`config.mk`:
```
export PLATFORM = sky130hd
export DESIGN_NAME = lsm_pair
export DESIGN_NICKNAME = d
export VERILOG_FILES = /design/src/lsm_pkg.sv /design/src/lsm_pair.sv
export SDC_FILE = /design/constraint.sdc
export NUM_CORES = 2
export LEC_CHECK = 0
export BUFFER_PORTS_ARGS = -buffer_cell sky130_fd_sc_hd__buf_4
export CAP_MARGIN = 30
export CORE_MARGIN = 1.5
export CORE_UTILIZATION = 62
export DETAILED_ROUTE_END_ITERATION = 6
export GPL_ROUTABILITY_DRIVEN = 0
export MAX_ROUTING_LAYER = met4
export PLACE_DENSITY = 0.8
export SYNTH_ARGS = -nofsm -noshare
export SYNTH_HDL_FRONTEND = slang
export SYNTH_SLANG_ARGS = --single-unit
```
`constraint.sdc`:
```
create_clock -name clk -period 39.7 [get_ports clk]
set_input_delay 7.94 -clock clk [delete_from_list [all_inputs] [get_ports clk]]
set_output_delay 7.94 -clock clk [all_outputs]
set_load 0.01 [all_outputs]
```
`src/lsm_pkg.sv`:
```
// Shared types, constants and state encodings of the line segment merger.
// Depends on nothing; every other file imports it.
`default_nettype none
package lsm_pkg;

    localparam int MAX_SEGMENTS = 64;
    localparam int IDX_W        = $clog2(MAX_SEGMENTS);
    localparam int CNT_W        = $clog2(MAX_SEGMENTS + 1);
    localparam int CFG_IDX_W    = 3;
    localparam int CFG_DATA_W   = 22;

    localparam logic [CFG_IDX_W-1:0] CFG_SLOPE_THR = 3'd0;
    localparam logic [CFG_IDX_W-1:0] CFG_ICPT_THR  = 3'd1;
    localparam logic [CFG_IDX_W-1:0] CFG_DIST_THR  = 3'd2;
    localparam logic [CFG_IDX_W-1:0] CFG_X_OFF     = 3'd3;
    localparam logic [CFG_IDX_W-1:0] CFG_Y_OFF     = 3'd4;

    localparam logic signed [23:0] SLOPE_MIN = 24'sh800000;

    typedef struct packed {
        logic [9:0] seg_x_a;
        logic [9:0] seg_y_a;
        logic [9:0] seg_x_b;
        logic [9:0] seg_y_b;
        logic       last_segment;
    } in_item_t;

    typedef struct packed {
        logic [9:0]         out_x_low;
        logic [9:0]         out_y_low;
        logic [9:0]         out_x_high;
        logic [9:0]         out_y_high;
        logic signed [23:0] out_slope;
        logic signed [31:0] out_intercept;
        logic               run_last;
        logic               overflow_seen;
    } out_item_t;

    typedef struct packed {
        logic [9:0] xl;
        logic [9:0] yl;
        logic [9:0] xh;
        logic [9:0] yh;
    } pts_t;

    typedef struct packed {
        pts_t               pts;
        logic signed [23:0] slope;
        logic signed [31:0] icpt;
    } entry_t;

    typedef struct packed {
        logic valid;
        logic merge;
        pts_t pts;
    } pair_res_t;

    typedef enum logic [4:0] {
        S_LOAD, S_LFIT,
        S_SORT_I, S_SORT_IW, S_SORT_JR, S_SORT_JW, S_SORT_WB,
        S_MRG_I, S_MRG_IW, S_MRG_J, S_MRG_JW, S_MRG_PAIR, S_MRG_FIT, S_MRG_WB,
        S_CMP_R, S_CMP_W,
        S_OUT_R, S_OUT_W, S_OUT_H
    } lsm_state_t;

    typedef enum logic [2:0] {
        FIT_IDLE, FIT_DIV, FIT_MUL, FIT_SUB, FIT_DONE
    } fit_state_t;

endpackage
`default_nettype wire

```
`src/lsm_pair.sv`:
```
// Two-stage merge test of a segment pair: distances and line checks, then the
// distance threshold and the farthest endpoint pair. Depends on lsm_pkg.
`default_nettype none
module lsm_pair (
    input  wire logic                 clk,
    input  wire logic                 rst_n,
    input  wire logic                 start,
    input  wire lsm_pkg::entry_t      a,
    input  wire lsm_pkg::entry_t      b,
    input  wire logic [15:0]          slope_thr,
    input  wire logic [15:0]          icpt_thr,
    input  wire logic [21:0]          dist_thr,
    output lsm_pkg::pair_res_t        res
);
    import lsm_pkg::*;

    localparam int PA [6] = '{0, 0, 1, 1, 0, 2};
    localparam int PB [6] = '{2, 3, 2, 3, 1, 3};

    logic [9:0]  px [4];
    logic [9:0]  py [4];
    logic [20:0] d [6];
    logic [24:0] sdiff, smag;
    logic [32:0] bdiff, bmag;

    logic        v1_reg, v2_reg;
    logic        ok_reg, merge_reg;
    logic [20:0] d_reg [6];
    logic [9:0]  px_reg [4];
    logic [9:0]  py_reg [4];
    pts_t        pts_reg;

    logic [20:0] mn, mx;
    logic [2:0]  w;
    logic [1:0]  f, s;
    pts_t        pts_new;

    always_comb
    begin
        logic [9:0]  ax, ay;
        logic [19:0] sqx, sqy;
        px[0] = a.pts.xl; py[0] = a.pts.yl;
        px[1] = a.pts.xh; py[1] = a.pts.yh;
        px[2] = b.pts.xl; py[2] = b.pts.yl;
        px[3] = b.pts.xh; py[3] = b.pts.yh;
        for (int k = 0; k < 6; k++)
        begin
            ax = (px[PA[k]] > px[PB[k]]) ? px[PA[k]] - px[PB[k]] : px[PB[k]] - px[PA[k]];
            ay = (py[PA[k]] > py[PB[k]]) ? py[PA[k]] - py[PB[k]] : py[PB[k]] - py[PA[k]];
            sqx  = {10'b0, ax} * {10'b0, ax};
            sqy  = {10'b0, ay} * {10'b0, ay};
            d[k] = {1'b0, sqx} + {1'b0, sqy};
        end
        sdiff = {a.slope[23], a.slope} - {b.slope[23], b.slope};
        smag  = sdiff[24] ? -sdiff : sdiff;
        bdiff = {a.icpt[31], a.icpt} - {b.icpt[31], b.icpt};
        bmag  = bdiff[32] ? -bdiff : bdiff;
    end

    always_comb
    begin
        mn = d_reg[0];
        for (int k = 1; k < 4; k++)
        begin
            if (d_reg[k] < mn) mn = d_reg[k];
        end
        mx = d_reg[0];
        w  = 3'd0;
        for (int k = 1; k < 6; k++)
        begin
            if (d_reg[k] > mx)
            begin
                mx = d_reg[k];
                w  = 3'(k);
            end
        end
        f = 2'(PA[0]);
        s = 2'(PB[0]);
        for (int k = 1; k < 6; k++)
        begin
            if (w == 3'(k))
            begin
                f = 2'(PA[k]);
                s = 2'(PB[k]);
            end
        end
        // The first point of the pair becomes the low end only if its y is larger.
        if (py_reg[f] > py_reg[s])
        begin
            pts_new = '{xl: px_reg[f], yl: py_reg[f], xh: px_reg[s], yh: py_reg[s]};
        end
        else
        begin
            pts_new = '{xl: px_reg[s], yl: py_reg[s], xh: px_reg[f], yh: py_reg[f]};
        end
    end

    always_ff @(posedge clk or negedge rst_n)
    begin
        if (!rst_n)
        begin
            v1_reg <= 1'b0;
            v2_reg <= 1'b0;
        end
        else
        begin
            v1_reg <= start;
            v2_reg <= v1_reg;
        end
    end

    always_ff @(posedge clk)
    begin
        if (start)
        begin
            d_reg  <= d;
            px_reg <= px;
            py_reg <= py;
            ok_reg <= (smag < {9'b0, slope_thr}) && (bmag < {17'b0, icpt_thr});
        end
        if (v1_reg)
        begin
            merge_reg <= ok_reg && ({1'b0, mn} < dist_thr);
            pts_reg   <= pts_new;
        end
    end

    assign res = '{valid: v2_reg, merge: merge_reg, pts: pts_reg};

endmodule
`default_nettype wire

```
==> impl_results.md <==
* Status: complete, but fails checks
* Failing checks: design-rule violations
* # H-tree levels at 1
* Final Hold Slack at between 600 and 700 ps
* Final worst path period share at 46.9%
* Fraction of layout instances using a drive strength above 1 at a little under 10%
* Root Buffer: clkbuf_16
* Post-DRT Antenna Nets at 0
* Crit-path max FO at between 80 and 90
* Cell Rows at 116
* Storage cell area at 7500 µm²
* Ports at just under 300
* Dominant synthesized flop cell: edfxtp_1
* Initial core utilization at between 60% and 70%
* Worst skew pair latency at 640 ps
* Drt pass-1 iters at 7
* Worst setup SP type: flop
* Library cells used by synthesis at 100
* DR vias at between 50000 and 60000
* Global-route wire length before repair at 276000 µm
* Top cell type by total area after synthesis: fa_1
* Per-cell routed wire length at 20.8 µm
* WL final at ~180000 µm
* Post-CTS Setup Bufs at 0
* Mapped Nets at a little under 9000
* Max FFs per register at ~130
* Initial DRC Count at 5345
* Worst slew margin relative to its limit at roughly a quarter
* Core Util, Final at slightly below 70%
* Fin. Hold Viols at 0
* Slew Limit Fails at 0
* PortBufs at 290
* Initial antenna violation count at 5
* Final setup viols at 0
* Syn Area/Cell at ~9 µm²
* Slew @ Worst Pin at between 1000 and 1500 ps
* Synth warn at 0
* Pin count of the biggest net entering global routing at 84
* Post-Syn Instances at between 6000 and 7000
* EDFF count, synth at 248
* Gr usage total at 35.3%
* Most common cell after layout, fill and taps aside: inv_1
* Fin crit period at 18620 ps
* CP endpoint kind: flop
* Core area at roughly 100000 µm²
* Fraction of registers with async set/reset at 0.800%
* Area of the multi-input gates at around 49000 µm²
* HPWL after DPL at 150000 µm
* WS Path Type: reg -> reg
* Crit path largest cell delay at a little under 800 ps
* Area Growth Syn to Fin at 8.14%
* WP data required at ~40000 ps
* Synth Cell Area at around 62000 µm²
* Sequential share of the synthesized area at 12.0%
* WP data arrival at about 19000 ps
* Cts hold-fix bufs at 0
* Clock tree buffer depth at 3
* Fill cells at 7753
* Top achievable clock speed at about 54 MHz
* CP most frequent cell: a21o_1
* Final net count at just over 9000
* Vias in the first global route at ~52000
* TritonCTS buffer count at 30
* Vias per inst at ~6
* Die area at around 100000 µm²
* Chip width at between 300 and 400 µm
* Clk sink count at 250
* Total grt overflow at 0
* CTS tree: done
* Final setup TNS at 0 ps
* Clk_skew at around 56 ps
* Most frequent cells in the layout: 1464 x inv_1, 1001 x ha_1, 800 x fa_1, 659 x nor2_1, 375 x buf_4
* Max-cap violation count at 0
* RSZ-0062 raised after global routing: no
* Yosys top cell area share at roughly 26%
* Seq cells post-synth at 250
* Crit-path slowest cell: a2111oi_0
* Clk slew on worst S/H paths at approximately 70 ps
* Main area contributors after synthesis: fa_1 26%, ha_1 20%, edfxtp_1 12%
* DRC Markers at 9
* Hold WC Path Type: reg -> reg
* Post-CTS sizing at 0
* Die height at roughly 320 µm
-- synth_stat cells, types with 61 or more instances --
library cell / count
mux2i_1: 136
xor2_1: 73
or2_2: 108
nor2_1: 660
o21bai_1: 65
nand4_1: 61
xnor2_1: 250
fa_1: 800
a21o_1: 183
nand2b_1: 109
ha_1: 1001
a21oi_1: 355
mux2_2: 90
edfxtp_1: 248
nor3_1: 102
o21ai_0: 141
nand2_1: 202
clkbuf_1: 143
inv_1: 1464
-- routing by layer --
layer	share of wire, %	global-route usage [%]
met3	11	7.53
met5	0	-
met4	5.8	16.3
met2	45	55.2
met1	38	43.8
-- worst paths after layout --
check                                 from       to  slack [ps]  cells after the start
worst max-delay path            d_reg[104]  res[34]       21080                     71
worst min-delay path                v1_reg   v2_reg         660                      0
worst max register to register  d_reg[104]  res[34]       21080                     71
worst min register to register      v1_reg   v2_reg         660                      0
max in group asynchronous            rst_n   v1_reg       32540                      1
min in group asynchronous            rst_n   v2_reg        7060                      1
-- worst max-delay path, delay by kind of cell, from the launching register on --
family,cells,cell delay (ps)
flops,1,490
fa+ha+maj,6,1880
simple gates,12,2300
buf+inv,10,3890
compound gates,41,9070
mux,2,680
-- layout make-up --
class,instances,share of cell area [%]
Sequential cell,250,11.1
Tap cell,1298,2.41
Antenna cell,4,0.0148
Multi-Input combinational cell,5017,72.5
Inverter,1470,8.18
Clock inverter,24,0.388
Timing Repair Buffer,382,4.33
Clock buffer,31,1.12
-- through the flow --
step / cell area [µm²] / setup slack (ps) / instances
after global routing: 67500 / 20290 / 8475
after CTS: 67400 / 21570 / 8464
after detailed placement: 66300 / 20990 / 8409
after global placement: 66300 / 21130 / 8401
after floorplan: 62400 / 22590 / 6905
final: 67500 / 21080 / 8476
-- cells by family (layout without fill, tap and decap cells) --
group,Yosys count,after routing,synth area share [%]
buf+inv,1638,1907,9.91
fa+ha+maj,1802,1802,45.8
other cells,0,4,0
flops,250,250,12.0
mux,227,227,3.82
xor+xnor,323,323,4.53
compound gates,1145,1145,12.3
simple gates,1520,1520,11.7
Power is not shown: default switching activity piles up to over one toggle a cycle in this logic, so the estimate is an artifact.
