--- src/lsm_pkg.sv ---
// Shared types, constants and state encodings of the line segment merger.
// Depends on nothing; every other file imports it.
`default_nettype none
package lsm_pkg;

    localparam int MAX_SEGMENTS = 64;
    localparam int IDX_W        = $clog2(MAX_SEGMENTS);
    localparam int CNT_W        = $clog2(MAX_SEGMENTS + 1);
    localparam int CFG_IDX_W    = 3;
    localparam int CFG_DATA_W   = 22;

    localparam logic [CFG_IDX_W-1:0] CFG_SLOPE_THR = 3'd0;
    localparam logic [CFG_IDX_W-1:0] CFG_ICPT_THR  = 3'd1;
    localparam logic [CFG_IDX_W-1:0] CFG_DIST_THR  = 3'd2;
    localparam logic [CFG_IDX_W-1:0] CFG_X_OFF     = 3'd3;
    localparam logic [CFG_IDX_W-1:0] CFG_Y_OFF     = 3'd4;

    localparam logic signed [23:0] SLOPE_MIN = 24'sh800000;

    typedef struct packed {
        logic [9:0] seg_x_a;
        logic [9:0] seg_y_a;
        logic [9:0] seg_x_b;
        logic [9:0] seg_y_b;
        logic       last_segment;
    } in_item_t;

    typedef struct packed {
        logic [9:0]         out_x_low;
        logic [9:0]         out_y_low;
        logic [9:0]         out_x_high;
        logic [9:0]         out_y_high;
        logic signed [23:0] out_slope;
        logic signed [31:0] out_intercept;
        logic               run_last;
        logic               overflow_seen;
    } out_item_t;

    typedef struct packed {
        logic [9:0] xl;
        logic [9:0] yl;
        logic [9:0] xh;
        logic [9:0] yh;
    } pts_t;

    typedef struct packed {
        pts_t               pts;
        logic signed [23:0] slope;
        logic signed [31:0] icpt;
    } entry_t;

    typedef struct packed {
        logic valid;
        logic merge;
        pts_t pts;
    } pair_res_t;

    typedef enum logic [4:0] {
        S_LOAD, S_LFIT,
        S_SORT_I, S_SORT_IW, S_SORT_JR, S_SORT_JW, S_SORT_WB,
        S_MRG_I, S_MRG_IW, S_MRG_J, S_MRG_JW, S_MRG_PAIR, S_MRG_FIT, S_MRG_WB,
        S_CMP_R, S_CMP_W,
        S_OUT_R, S_OUT_W, S_OUT_H
    } lsm_state_t;

    typedef enum logic [2:0] {
        FIT_IDLE, FIT_DIV, FIT_MUL, FIT_SUB, FIT_DONE
    } fit_state_t;

endpackage
`default_nettype wire

--- src/lsm_fit.sv ---
// Line fit of one segment: slope by a shift-subtract divider, then intercept.
// Depends on lsm_pkg.
`default_nettype none
module lsm_fit (
    input  wire logic                      clk,
    input  wire logic                      rst_n,
    input  wire logic                      start,
    input  wire lsm_pkg::pts_t             pts,
    output logic                           done,
    output logic signed [23:0]             slope,
    output logic signed [31:0]             icpt
);
    import lsm_pkg::*;

    localparam int DIV_STEPS = 18;

    fit_state_t         state_reg, state_next;
    logic [4:0]         cnt_reg;
    logic [17:0]        num_reg, num_next;
    logic [9:0]         den_reg, rem_reg, rem_next;
    logic               neg_reg;
    logic [9:0]         xl_reg, yl_reg;
    logic signed [23:0] slope_reg;
    logic signed [34:0] prod_reg;
    logic signed [31:0] icpt_reg;

    logic signed [10:0] dx, dy;
    logic [10:0]        adx, ady, rem_sh;
    logic               ge;
    logic [23:0]        q_ext;
    logic signed [35:0] q8;

    assign dx = $signed({1'b0, pts.xh}) - $signed({1'b0, pts.xl});
    assign dy = $signed({1'b0, pts.yh}) - $signed({1'b0, pts.yl});
    assign adx = dx[10] ? 11'(-dx) : 11'(dx);
    assign ady = dy[10] ? 11'(-dy) : 11'(dy);

    assign rem_sh   = {rem_reg, num_reg[17]};
    assign ge       = rem_sh >= {1'b0, den_reg};
    assign rem_next = ge ? 10'(rem_sh - {1'b0, den_reg}) : rem_sh[9:0];
    assign num_next = {num_reg[16:0], ge};
    assign q_ext    = {6'b0, num_next};

    // Floor division by 16 is an arithmetic shift; the value always fits 32 bits.
    assign q8 = $signed({18'b0, yl_reg, 8'b0}) - {prod_reg[34], prod_reg};

    always_comb
    begin
        state_next = state_reg;
        unique case (state_reg)
            FIT_IDLE: if (start) state_next = (dx == 11'sd0) ? FIT_MUL : FIT_DIV;
            FIT_DIV:  if (cnt_reg == 5'(DIV_STEPS - 1)) state_next = FIT_MUL;
            FIT_MUL:  state_next = FIT_SUB;
            FIT_SUB:  state_next = FIT_DONE;
            FIT_DONE: state_next = FIT_IDLE;
            default:  state_next = FIT_IDLE;
        endcase
    end

    always_comb
    begin
        done = (state_reg == FIT_DONE);
    end

    always_ff @(posedge clk or negedge rst_n)
    begin
        if (!rst_n)
        begin
            state_reg <= FIT_IDLE;
        end
        else
        begin
            state_reg <= state_next;
        end
    end

    always_ff @(posedge clk)
    begin
        unique case (state_reg)
            FIT_IDLE:
            begin
                if (start)
                begin
                    xl_reg    <= pts.xl;
                    yl_reg    <= pts.yl;
                    num_reg   <= {ady[9:0], 8'b0};
                    den_reg   <= adx[9:0];
                    rem_reg   <= '0;
                    cnt_reg   <= '0;
                    neg_reg   <= dx[10] ^ dy[10];
                    slope_reg <= SLOPE_MIN;
                end
            end
            FIT_DIV:
            begin
                num_reg <= num_next;
                rem_reg <= rem_next;
                cnt_reg <= cnt_reg + 5'd1;
                if (cnt_reg == 5'(DIV_STEPS - 1))
                begin
                    slope_reg <= neg_reg ? $signed(-q_ext) : $signed(q_ext);
                end
            end
            FIT_MUL:  prod_reg <= slope_reg * $signed({1'b0, xl_reg});
            FIT_SUB:  icpt_reg <= q8[35:4];
            FIT_DONE: ;
            default:  ;
        endcase
    end

    assign slope = slope_reg;
    assign icpt  = icpt_reg;

endmodule
`default_nettype wire

--- config.mk ---
export PLATFORM = sky130hd
export DESIGN_NAME = lsm_fit
export DESIGN_NICKNAME = d
export VERILOG_FILES = /design/src/lsm_pkg.sv /design/src/lsm_fit.sv
export SDC_FILE = /design/constraint.sdc
export NUM_CORES = 1
export LEC_CHECK = 0
export ABC_CLOCK_PERIOD_IN_PS = 13300
export BUFFER_PORTS_ARGS = -buffer_cell sky130_fd_sc_hd__buf_4
export CORE_MARGIN = 8
export CORE_UTILIZATION = 40
export CTS_CLUSTER_DIAMETER = 100
export CTS_CLUSTER_SIZE = 28
export DETAILED_ROUTE_END_ITERATION = 8
export GPL_TIMING_DRIVEN = 1
export PLACE_DENSITY_LB_ADDON = 0.1
export SYNTH_ARGS = -nofsm -noshare
export SYNTH_HDL_FRONTEND = slang
export SYNTH_SLANG_ARGS = --single-unit
--- constraint.sdc ---
create_clock -name clk -period 13.3 [get_ports clk]
set_clock_uncertainty 0.15 [all_clocks]
set_input_delay 0 -clock clk [delete_from_list [all_inputs] [get_ports clk]]
set_output_delay 0 -clock clk [all_outputs]
set_load 0.01 [all_outputs]
==> impl_metrics.tcl <==
set metrics [dict create \
    slew_violations 0 \
    grt_first_pass_wirelength_mm 68.2 \
    hold_viol_final 0 \
    diodes 0 \
    tns_ns 0 \
    route.detailed.drc 0 \
    largest_reg_flops 35 \
    grt_max_degree 36 \
    via_per_inst 5.02 \
    port_buffers 99 \
    slew_headroom 0.240 \
    endpoint_kind "flip-flop" \
    dpl.hpwl_mm 32.4 \
    reg2reg_from "xl_reg[4]" \
    hold_start "pts[12]" \
    start_kind "flip-flop" \
    vias 12000 \
    synthCells 1735 \
    grt_pass1_vias 12800 \
    max_freq_ghz 0.147 \
    hold_path_class "input port to flip-flop" \
    path_class "flip-flop to flip-flop" \
    cts_tree "yes" \
    initial_core_util 0.402 \
    numCtsBuffers 17 \
    clk_latency_ns 0.46 \
    wl_per_cell_um 17.4 \
    rows 76 \
    fill_cells 4066 \
    syn_avg_cell_area_um2 9.89 \
    yosysWarnings 0 \
    die_y_um 223 \
    ys_async_sr_fraction 0.0190 \
    cp.required_ns 13.34 \
    syn_to_final_growth_pct 12.1 \
    r2r_slack_ns 6.48 \
    hold_path_depth 4 \
    gr-usage-all-layers 0.174 \
    drv_cap 0 \
    first_iter_violations 653 \
    chipWidth_um 223 \
    critPathArrivalTime_ns 6.87 \
    antenna_found_initial 0 \
    setup_viol 0 \
    ys_seq_elements 158 \
    status "completed" \
    yosysSeqAreaShare 0.276 \
    core-area_um2 42700 \
    fin_crit_ns 6.82 \
    firstDrtPassIters 5 \
    syn_area_um2 17200 \
    reg2reg_depth 17 \
    routed_wl_mm 41.5 \
    drt-met1-wl_mm 19.1 \
    clockBufferDepth 2 \
    yosysUniqueCellTypes 71 \
    period_share 0.513 \
    rsz0062_at_grt "false" \
    num_io_pins 100 \
    clk_pin_slew_ns 0.07 \
    path_max_fanout 24 \
    hold-path-endpoint "den_reg[2]" \
    wl_met3_mm 1.93 \
    antenna_left 0 \
    cts_num_sinks 158 \
    dr_wl_met2_mm 19.4 \
    ys_dominant_reg_cell "edfxtp_1" \
    synth_edf_count 155 \
    final_layout_size_suffix_gt1_frac 0.0920 \
    post_cts_buffers 0 \
    die_area_um2 49800 \
    r2r_end "prod_reg[28]" \
    root_buffer "clkbuf_16" \
    max_slew.worst_pin.slew_ns 1.13 \
    routabilityCongestion 0.816 \
    top_layer "met4" \
    htree_num_levels 4 \
    grt.overflow.total 0 \
    nets 2201 \
    synthesis.nets 2112 \
]
==> cell usage in the layout (no fill, tap or decap), drive strengths merged, types with 5 or more instances in the layout <==
cell	netlist	layout
nand2b	10	10
clkbuf	58	21
o211ai	7	7
inv	335	339
o21bai	9	9
nand2	171	171
o21ai	46	46
o21a	13	13
or3	14	14
edfxtp	155	155
fa	212	212
clkinv	0	5
nand3	19	19
ha	122	122
xnor2	64	64
dlygate4sd3	0	26
buf	4	106
a21oi	56	56
o31ai	15	15
a211oi	11	11
mux2i	13	13
nor3b	12	12
o41ai	6	6
xor2	35	35
nor2	85	85
and2	131	131
or2	9	9
nand3b	6	6
or4	5	5
nor3	21	21
nor4	8	8
a31oi	5	5
a21boi	5	5
nor2b	12	12
a21o	14	14
==> timing repair <==
action,4_1_cts,5_1_grt
resized for setup,0,0
hold buffers,26,0
endpoints found under the hold margin,28,0
==> routing by layer <==
layer	vias to the layer above	global-route usage
met5	-	0
met3	34	0.0399
li1	5752	-
met1	5964	0.227
met4	0	0.0514
met2	201	0.288
==> worst max-delay path by stage <==
stage                          from           end  slack [ns]  cells after the start
after global placement    xl_reg[7]  prod_reg[28]        6.46                     17
after CTS                 xl_reg[7]  prod_reg[28]        6.39                     17
after floorplan           xl_reg[7]  prod_reg[27]        7.64                     18
final                     xl_reg[4]  prod_reg[28]        6.48                     17
after detailed placement  xl_reg[7]  prod_reg[28]        6.41                     17
after global routing      xl_reg[7]  prod_reg[28]        6.03                     19
==> stage by stage <==
step                      std cells  hold slack (ns)  worst slack, ns  instance area [um^2]  utilization
after detailed placement       2325           -0.358             6.41                 18400        0.431
after global placement         2325           -0.360             6.46                 18400        0.431
after CTS                      2383          0.00759             6.39                 19200        0.450
after global routing           2383           0.0562             6.03                 19200        0.450
after floorplan                1735           -0.446             7.64                 17200            -
final                          2383           0.0360             6.48                 19200        0.450
==> final cells by class <==
| cell class | instances | area (um^2) | share of cell area |
|---|---|---|---|
| flip-flops and latches | 158 | 4730 | 0.246 |
| repair buffers | 132 | 1060 | 0.0549 |
| clock buffers | 21 | 440 | 0.0229 |
| clock inverters | 11 | 109 | 0.00566 |
| inverters | 335 | 1260 | 0.0654 |
| multi-input cells | 1180 | 11000 | 0.570 |
| well taps | 546 | 683 | 0.0355 |
==> worst max-delay path, stage by stage, from the launching register on <==
cell and delay (ns):
edfxtp_1 0.92, nand2_1 0.18, fa_1 0.60, fa_1 0.44, fa_1 0.50, inv_1 0.06, fa_1 0.53, inv_1 0.06
fa_1 0.52, inv_1 0.04, ha_1 0.24, or2_2 0.30, nor4_1 0.83, or3b_2 0.28, nand3_1 0.14, a2111oi_0 0.48
o31ai_1 0.14, xnor2_1 0.14
==> cell families (layout without fill, tap and decap cells) <==
family                     count (synthesis)  after routing  share of synthesized area
and+or+nand+nor                          519            519                      0.158
AOI/OAI and AO/OA                        214            214                     0.0841
muxes                                     14             14                    0.00824
adders and majority gates                334            334                      0.336
DFF                                      158            158                      0.276
xor gates and xnor gates                  99             99                     0.0505
buffers and inverters                    397            499                     0.0870
==> Yosys cell counts (all sizes together), types with 4 or more instances <==
cell type | number | share of area
o211ai | 7 | 0.0031
buf | 4 | 0.0010
a31oi | 5 | 0.0027
edfxtp | 155 | 0.27
a21oi | 56 | 0.016
nand3b | 6 | 0.0034
a21boi | 5 | 0.0022
nand2 | 171 | 0.037
o21a | 13 | 0.0057
xor2 | 35 | 0.018
o21bai | 9 | 0.0039
a211oi | 11 | 0.0048
o31ai | 15 | 0.0069
and2 | 131 | 0.048
inv | 335 | 0.073
nor2b | 12 | 0.0044
ha | 122 | 0.089
nor3 | 21 | 0.0080
o21ai | 46 | 0.013
nor4 | 8 | 0.0038
o41ai | 6 | 0.0042
or3 | 14 | 0.0054
fa | 212 | 0.25
or4 | 5 | 0.0026
mux2i | 13 | 0.0076
nand3 | 19 | 0.0055
nor2 | 85 | 0.019
a31o | 4 | 0.0031
clkbuf | 58 | 0.013
nor3b | 12 | 0.0058
a21o | 14 | 0.0061
or2 | 9 | 0.0034
xnor2 | 64 | 0.033
nand4 | 4 | 0.0015
nand2b | 10 | 0.0036
Power is left out: the tool's default activity adds up to more than one toggle a clock period on the data nets, which glitch-free logic cannot reach.
